File: config.mk
export PLATFORM = sky130hd
export DESIGN_NAME = vnsp_ctrl
export DESIGN_NICKNAME = d
export VERILOG_FILES = /design/src/hw/rtl/vnsp_pkg.sv /design/src/hw/rtl/vnsp_ctrl.sv
export VERILOG_INCLUDE_DIRS = /design/src /design/src/hw/rtl
export SDC_FILE = /design/constraint.sdc
export NUM_CORES = 1
export LEC_CHECK = 0
export BUFFER_PORTS_ARGS = -buffer_cell sky130_fd_sc_hd__buf_2
export CORE_MARGIN = 1
export CORE_UTILIZATION = 35
export DETAILED_ROUTE_END_ITERATION = 6
export REMOVE_ABC_BUFFERS = 1
export SLEW_MARGIN = 5
export SYNTH_ARGS = -nofsm -noshare
export SYNTH_HDL_FRONTEND = slang
export SYNTH_SLANG_ARGS = --single-unit
File: constraint.sdc
create_clock -name clk -period 2.29 [get_ports clk]
set_input_delay 0.229 -clock clk [delete_from_list [all_inputs] [get_ports clk]]
set_output_delay 0.229 -clock clk [all_outputs]
set_load 0.03 [all_outputs]
File: src/hw/rtl/voronoi_nearest_seed_pixel_unit_assert.svh
// Assertion macros for the voronoi nearest seed pixel unit.
// Used by vnsp_ctrl and vnsp_datapath; expects clk and rst_n in scope.
`ifndef VORONOI_NEAREST_SEED_PIXEL_UNIT_ASSERT_SVH
`define VORONOI_NEAREST_SEED_PIXEL_UNIT_ASSERT_SVH

`ifndef NO_ASSERTIONS

// Checked property, disabled while reset is asserted.
`define VNSP_ASSERT(lbl, prop) \
    lbl: assert property (@(posedge clk) disable iff (!rst_n) prop) \
        else $error("vnsp assertion failed");

// Checked property that also holds during reset.
`define VNSP_ASSERT_ALWAYS(lbl, prop) \
    lbl: assert property (@(posedge clk) prop) \
        else $error("vnsp assertion failed");

`else

`define VNSP_ASSERT(lbl, prop)
`define VNSP_ASSERT_ALWAYS(lbl, prop)

`endif

`endif

File: src/hw/rtl/vnsp_pkg.sv
// Shared constants, opcodes and control structs of the voronoi pixel unit.
// No dependencies; used by every other RTL file except the assertion macro header.
`default_nettype none

package vnsp_pkg;

    localparam int OP_W         = 2;
    localparam int COORD_W      = 8;
    localparam int COLOUR_W     = 8;
    localparam int PIX_W        = 10;
    localparam int OUT_COLOUR_W = 11;
    localparam int COLOUR_SHIFT = 3;
    localparam int DIST_W       = 28;

    localparam logic [DIST_W-1:0] DIST_LIMIT = 28'h800_0000;

    localparam logic [OP_W-1:0] OP_APPEND = 2'd0;
    localparam logic [OP_W-1:0] OP_QUERY  = 2'd1;
    localparam logic [OP_W-1:0] OP_CLEAR  = 2'd2;

    localparam int MAX_SEEDS_DEFAULT = 256;
    localparam int SCALE_DEFAULT     = 4;

    // controller -> datapath
    typedef struct packed {
        logic start_query;
        logic append;
        logic clear;
        logic rd_en;
        logic publish;
    } cmd_t;

    // datapath -> controller
    typedef struct packed {
        logic busy;
        logic full;
        logic out_full;
    } sts_t;

endpackage

`default_nettype wire

File: src/hw/rtl/vnsp_ctrl.sv
// Controller FSM: takes request transactions, sequences the seed table walk.
// Depends on vnsp_pkg and the assertion macro header.
`default_nettype none
`include "voronoi_nearest_seed_pixel_unit_assert.svh"

module vnsp_ctrl #(
    parameter int MAX_SEEDS = vnsp_pkg::MAX_SEEDS_DEFAULT,
    parameter int CNT_W     = $clog2(MAX_SEEDS + 1),
    parameter int IDX_W     = (MAX_SEEDS > 1) ? $clog2(MAX_SEEDS) : 1
) (
    input  wire                         clk,
    input  wire                         rst_n,
    input  wire                         in_valid,
    output logic                        in_ready,
    input  wire [vnsp_pkg::OP_W-1:0]    operation,
    input  wire [CNT_W-1:0]             seed_count,
    input  vnsp_pkg::sts_t              sts,
    output vnsp_pkg::cmd_t              cmd,
    output logic [IDX_W-1:0]            rd_addr
);

    localparam logic [1:0] ST_IDLE  = 2'd0;
    localparam logic [1:0] ST_SCAN  = 2'd1;
    localparam logic [1:0] ST_DRAIN = 2'd2;

    logic [1:0]       state_reg, state_next;
    logic [CNT_W-1:0] idx_reg, idx_next;
    logic             accept;

    assign in_ready = (state_reg == ST_IDLE);
    assign accept   = in_valid && in_ready;
    assign rd_addr  = idx_reg[IDX_W-1:0];

    always_comb
    begin
        state_next = state_reg;
        idx_next   = idx_reg;
        cmd        = '0;
        case (state_reg)
            ST_IDLE:
            begin
                if (accept)
                begin
                    case (operation)
                        vnsp_pkg::OP_APPEND: cmd.append = !sts.full;
                        vnsp_pkg::OP_CLEAR:  cmd.clear  = 1'b1;
                        vnsp_pkg::OP_QUERY:
                        begin
                            cmd.start_query = 1'b1;
                            idx_next        = '0;
                            state_next      = ST_SCAN;
                        end
                        default: ;
                    endcase
                end
            end
            ST_SCAN:
            begin
                // one table read per cycle
                if (idx_reg == seed_count)
                    state_next = ST_DRAIN;
                else
                begin
                    cmd.rd_en = 1'b1;
                    idx_next  = idx_reg + CNT_W'(1);
                end
            end
            ST_DRAIN:
            begin
                if (!sts.busy && !sts.out_full)
                begin
                    cmd.publish = 1'b1;
                    state_next  = ST_IDLE;
                end
            end
            default: state_next = ST_IDLE;
        endcase
    end

    always_ff @(posedge clk or negedge rst_n)
    begin
        if (!rst_n)
        begin
            state_reg <= ST_IDLE;
            idx_reg   <= '0;
        end
        else
        begin
            state_reg <= state_next;
            idx_reg   <= idx_next;
        end
    end

    `VNSP_ASSERT(a_rd_in_range, cmd.rd_en |-> (idx_reg < seed_count))
    `VNSP_ASSERT(a_publish_drained, cmd.publish |-> !sts.busy)
    `VNSP_ASSERT(a_idle_pipe_empty, (state_reg == ST_IDLE) |-> !sts.busy)

endmodule

`default_nettype wire

* After elaboration in Yosys (flattened, before gate mapping)
Cells that the tools add are included.
Word-level totals: logic and storage cells 41, flip-flop bits (word level) 11, output and inout bits 14
Operators by class: reductions and logical operators 10, $add $sub $neg 1, eq/ne operators 10, multiplexer cells 18
Operator list (count):
- two-way mux 9 bit | 3
- case mux 9 bit (2 select lines) | 1
- adder 9 x 1 -> 9 bit (second input constant) | 1
- equality test 9 bit | 1
- two-way mux 2 bit | 4
- AND reduction 4 bit | 2
- two-way mux 1 bit | 7
- two-way mux 3 bit | 2
- inequality test 2 bit (second input constant) | 3
- case mux 2 bit (3 select lines) | 1
- equality test 2 x 1 -> 1 bit (second input constant) | 2
- equality test 2 bit (second input constant) | 2
- zero test 2 bit | 2
- inequality test 2 x 1 -> 1 bit (second input constant) | 2
- zero test 1 bit | 3
- logical AND 1 bit | 2
- nonzero test 2 bit | 1

* Depth between registers and ports, before layout
Gate-level depths: netlist of the first run.
depth in word-level cells 4, depth in mapped cells 6

* Least setup slack after synthesis of the first run
OpenSTA, ideal clock, no wires.
path type register -> output, start reg state_reg[0], end out cmd[3] (netlist name), cell stages (with the launch flop) 4, slack 0.133 ns, buffers on the path 0, arrival 1.928 ns, path through dfrtp_1 -> nor2_1 -> nand2_1 -> nor4_1
RTL lines:
- start, declared | RTL line vnsp_ctrl.sv:26 | logic [1:0] state_reg, state_next;
- start signal, assigned | RTL line vnsp_ctrl.sv:89 | state_reg <= state_next;
- end, declared | RTL line vnsp_ctrl.sv:18 | output vnsp_pkg::cmd_t cmd,

==> flow_summary.json, run 1 <==
{
  "setup_viol": 0,
  "numClockSinks": 11,
  "min_period_over_period": 0.8813,
  "rrSetupSlack_ns": 0.42,
  "wl_um": 1855,
  "grt_util_met3": 0.03636,
  "design_area_sq_um": 962.2,
  "dpl.cell_count": 130,
  "dr.first_iter.drc_count": 9,
  "die_area_sq_um": 2517,
  "viasPerCell": 5.319,
  "largest_reg_flops": 9,
  "grt.busiest_layer": "met2",
  "dpl_cell_area_sq_um": 925.9,
  "avgSynthCellArea_sq_um": 10.03,
  "grt_max_degree": 12,
  "layout_commonest_cell": "buf_2",
  "slew_violations": 0,
  "antenna_found_initial": 0,
  "synthCells": 81,
  "cts_buffers": 3,
  "critPathTopFamily": "simple AND/OR/NAND/NOR gates",
  "ys_seq_area_frac": 0.3390,
  "track_usage": 0.1715,
  "cts_root_buf": "clkbuf_4",
  "netlist_area_sq_um": 812.0,
  "grt_use_met1": 0.2072,
  "core_sq_um": 2191,
  "cpMaxStageDelayCell": "nor4_4",
  "hold_path_class": "in2reg",
  "grt_overflow_total": 0,
  "rows": 17,
  "fin_ws_ns": 0.2717,
  "final_hold_viol_count": 0,
  "relSlewSlack": 0.7339,
  "synth_cell_types": 33,
  "crit_buf_inv": 1,
  "grt_pass1_wl_um": 3194,
  "rsz0062_at_grt": "false",
  "power_mw": 1.231,
  "ant_nets": 0,
  "io_buffers": 30,
  "cts_buffer_depth": 2,
  "arrival_ns": 1.79,
  "tightest_slew_ns": 0.3962,
  "maxCapViolations": 0,
  "initial_core_util": 0.3706,
  "htreeDepth": 1,
  "max_stage_delay_ns": 0.44,
  "fmax_mhz": 495.5,
  "power.density_nw_per_um2": 1280,
  "endpoint_kind": "primary output",
  "floorplan.io_pins": 31,
  "fin_tns_setup_ns": 0,
  "cts_tree": "yes",
  "critPathKind": "reg2out",
  "min_period_ns": 2.018,
  "gp_congestion": 0.8460,
  "route.vias.total": 718,
  "cp_cell_sequence": "xor2_1, nor4_4, a31oi_4, buf_2",
  "num_antenna_cells": 0,
  "utilization": 0.4392,
  "pre_cts_ws_ns": 0.4195,
  "crit_cells": 4,
  "drc": 0,
  "final_cells": 135,
  "reg2reg_from": "idx_reg[5]",
  "clkLatencyLatePin_ns": 0.26,
  "clkTransAtPathRegs_ns": 0.07,
  "firstDrtPassIters": 4,
  "grt_pass1_vias": 693,
  "dp_hpwl_um": 1457,
  "ys_warn_count": 0,
  "peakVddDrop_mv": 0.6151,
  "worstHoldPathCells": 3,
  "reg2reg_depth": 5,
  "required_ns": 2.06,
  "rr_endpoint": "idx_reg[7]",
  "syn2layout_area_growth_pct": 18.49,
  "die_w_um": 50.17,
  "hold_start": "sts[2]",
  "post_cts_resized": 0,
  "finClkSkew_ns": 0.004911,
  "holdWs_ns": 0.2813,
  "hold_end": "state_reg[1]",
  "final_cell_mix": "buf_2 (30), dfrtp_1 (11), xor2_1 (9)",
  "cp-start-kind": "flip-flop",
  "nNetsFinal": 126,
  "outcome": "completed",
  "met2_usage": 0.2822,
  "total_leakage_power_nw": 0.4613,
  "ys_ff_latch": 11,
  "crit_path_max_fanout": 10,
  "startpoint": "idx_reg[5]",
  "die_y_um": 50.17,
  "drive_gt1_frac": 0.3925,
  "post_drt_wl_per_cell_um": 13.74
}
-- cells in the mapped netlist --
cell type	number	area (sq um)
and2_1	1	6.260
nor4b_1	1	8.760
nor2b_1	2	12.51
nor3b_1	1	7.510
nand4_1	3	18.77
ha_1	1	12.51
mux2i_1	1	10.01
dfrtp_1	11	275.3
a311oi_1	3	26.28
a31oi_4	1	21.27
nor4_4	1	21.27
and3_1	2	12.51
buf_4	8	60.06
nand4b_1	1	8.760
inv_1	2	7.510
xor2_1	9	78.83
nor2_2	1	6.260
buf_6	1	11.26
mux2_2	1	11.26
or2_2	1	6.260
a21oi_1	4	20.02
nor3_4	1	16.27
nand3_1	3	15.01
nor2_1	3	11.26
nor4_1	1	6.260
o21ai_0	2	10.01
o2bb2ai_1	4	35.03
or2b_4	1	11.26
and3_2	1	7.510
a221o_1	2	20.02
o22ai_1	1	6.260
nand2_1	5	18.77
nor2_4	1	11.26
-- worst register-to-register path: stages, from the launching register on --
cell	delay (ns)
dfrtp_1	0.43
xor2_1	0.21
nor4_4	0.44
a31oi_4	0.21
and3_1	0.21
a221o_1	0.25
-- cell families after synthesis --
logic type,Yosys count,synth area share
AOI/OAI and AO/OA,17,0.1710
xor gates and xnor gates,9,0.09708
adders and majority gates,1,0.01541
buffers and inverters,11,0.09708
DFF,11,0.3390
muxes,2,0.02619
and+or+nand+nor,30,0.2543
-- power breakdown --
part / leakage (nW) / switching [mW] / internal, mW / total [mW]
clock: 0.0150 / 0.0638 / 0.0673 / 0.131
combinational: 0.310 / 0.434 / 0.249 / 0.682
sequential: 0.137 / 0.142 / 0.276 / 0.418
-- worst max-delay path by stage --
stage                      end  slack (ns)
floorplan               cmd[3]        0.13
global placement    idx_reg[7]        0.46
detailed placement  idx_reg[7]        0.42
CTS                     cmd[1]        0.24
global route            cmd[1]        0.16
finish                  cmd[1]        0.27
-- final cells by class --
cell class	count	area, sq um
fillers	228	1229
multi-input cells	59	457.9
flip-flops and latches	11	275.3
repair buffers	31	160.2
well taps	28	35.03
clock buffers	4	26.28
inverters	2	7.507
-- layer usage --
metal / vias up / part of all wire / routed length [um]
met5: - / 0 / 0
li1: 345 / - / -
met1: 340 / 0.46 / 851
met3: 4 / 0.059 / 110
met2: 29 / 0.47 / 863
met4: 0 / 0.016 / 29
-- what timing repair did --
item	CTS	global route
hold buffers	1	0
endpoints found under the hold margin	11	0
setup buffers	0	0
setup endpoints to repair	0	0
Power figures use the tool's default switching activity.
==> run 2, diff against run 1 <==
- PLACE_DENSITY: default -> 0.66
- clock period: 2.29 -> 1.8 ns (I/O delays scaled with it)
==> flow_summary.json, run 2 (synthesis results as in run 1) <==
{
  "outcome": "completed",
  "design_area_sq_um": 1081,
  "grt_use_met1": 0.1962,
  "floorplan.io_pins": 31,
  "post_drt_wl_per_cell_um": 11.45,
  "die_area_sq_um": 2517,
  "firstDrtPassIters": 4,
  "grt_overflow_total": 0,
  "cts_buffer_depth": 2,
  "final_cells": 147,
  "core_sq_um": 2191,
  "cts_root_buf": "clkbuf_4",
  "num_antenna_cells": 0,
  "cp-start-kind": "flip-flop",
  "htreeDepth": 1,
  "ant_nets": 0,
  "initial_core_util": 0.3706,
  "nNetsFinal": 138,
  "total_leakage_power_nw": 0.5325,
  "dr.first_iter.drc_count": 3,
  "fin_tns_setup_ns": 0,
  "n_fill_cell": 207,
  "cts_buffers": 3,
  "cts_tree": "yes",
  "syn2layout_area_growth_pct": 33.13,
  "dpl_cell_area_sq_um": 993.5,
  "dpl.cell_count": 139,
  "drive_gt1_frac": 0.4706,
  "fmax_mhz": 570.2,
  "holdWs_ns": 0.2325,
  "numClockSinks": 11,
  "slew_violations": 0,
  "dp_hpwl_um": 1338,
  "finClkSkew_ns": 0.002104,
  "route.vias.total": 735,
  "multi_input_area_sq_um": 476.7,
  "grt_max_degree": 12,
  "relSlewSlack": 0.7840,
  "arrival_ns": 1.57,
  "final_cell_mix": "buf_2 (29), dfrtp_1 (11), buf_4 (11)",
  "seq_area_sq_um": 275.3,
  "layout_commonest_cell": "buf_2",
  "rows": 17,
  "endpoint_kind": "primary output",
  "largest_reg_flops": 9,
  "die_w_um": 50.17,
  "grt_util_met3": 0.01818,
  "grt_pass1_wl_um": 2960,
  "power.density_nw_per_um2": 1634,
  "maxCapViolations": 0,
  "min_period_ns": 1.754,
  "utilization": 0.4934,
  "setup_viol": 0,
  "clkLatencyLatePin_ns": 0.27,
  "final_hold_viol_count": 0,
  "rsz0062_at_grt": "true",
  "track_usage": 0.1549,
  "fin_ws_ns": 0.04608,
  "power_mw": 1.766,
  "grt_pass1_vias": 709,
  "tightest_slew_ns": 0.3216,
  "grt.busiest_layer": "met2",
  "pre_cts_ws_ns": 0.08574,
  "drc": 0,
  "viasPerCell": 5.000,
  "peakVddDrop_mv": 0.7726,
  "min_period_over_period": 0.9744,
  "critPathKind": "reg2out",
  "clkTransAtPathRegs_ns": 0.07,
  "crit_path_max_fanout": 6,
  "gp_congestion": 0.7404,
  "io_buffers": 30,
  "wl_um": 1683,
  "required_ns": 1.62,
  "hold_path_class": "in2reg",
  "met2_usage": 0.2600,
  "antenna_found_initial": 0,
  "die_y_um": 50.17
}
[run 2: layout make-up]
class                           count  area share
Sequential cell                    11      0.2546
Multi-Input combinational cell     59      0.4410
Tap cell                           28     0.03241
Inverter                            2    0.006944
Clock buffer                        4     0.02431
Timing Repair Buffer               43      0.2407
[run 2: final timing paths]
| path | startpoint | end | slack (ns) | cells after the start |
|---|---|---|---|---|
| max | idx_reg[5] | cmd[1] | 0.05 | 4 |
| min | sts[2] | state_reg[1] | 0.23 | 3 |
| max reg2reg | idx_reg[5] | idx_reg[8] | 0.08 | 5 |
| min reg2reg | state_reg[0] | state_reg[1] | 0.51 | 1 |
| max in group asynchronous | rst_n | idx_reg[3] | 1.30 | 2 |
| min in group asynchronous | rst_n | idx_reg[1] | 0.30 | 2 |
[run 2: report_power, final]
group	total (mW)	switching, mW	internal [mW]
Combinational	1.16	0.681	0.481
Clock	0.171	0.0851	0.0859
Sequential	0.434	0.0814	0.353
Total	1.77	0.847	0.919
[run 2: what timing repair did]
action / in CTS / in global routing
endpoints found under the hold margin: 11 / 0
buffers inserted: 3 / 0
hold buffers: 1 / 0
gates resized for setup: 0 / 7
setup endpoints to repair: 1 / 9
pin swaps: 2 / 5
[run 2: per-layer routing]
metal,vias to the layer above,wire (um),share of wire
met2,24,814,0.48
li1,372,-,-
met5,-,0,0
met1,335,768,0.46
met3,4,69,0.041
met4,0,30,0.018
[run 2: worst max-delay path, cell delays in order (launching register included)]
cell and delay (ns):
dfrtp_1 0.41, xor2_2 0.17, nor4_4 0.38, a31oi_4 0.17, buf_6 0.18
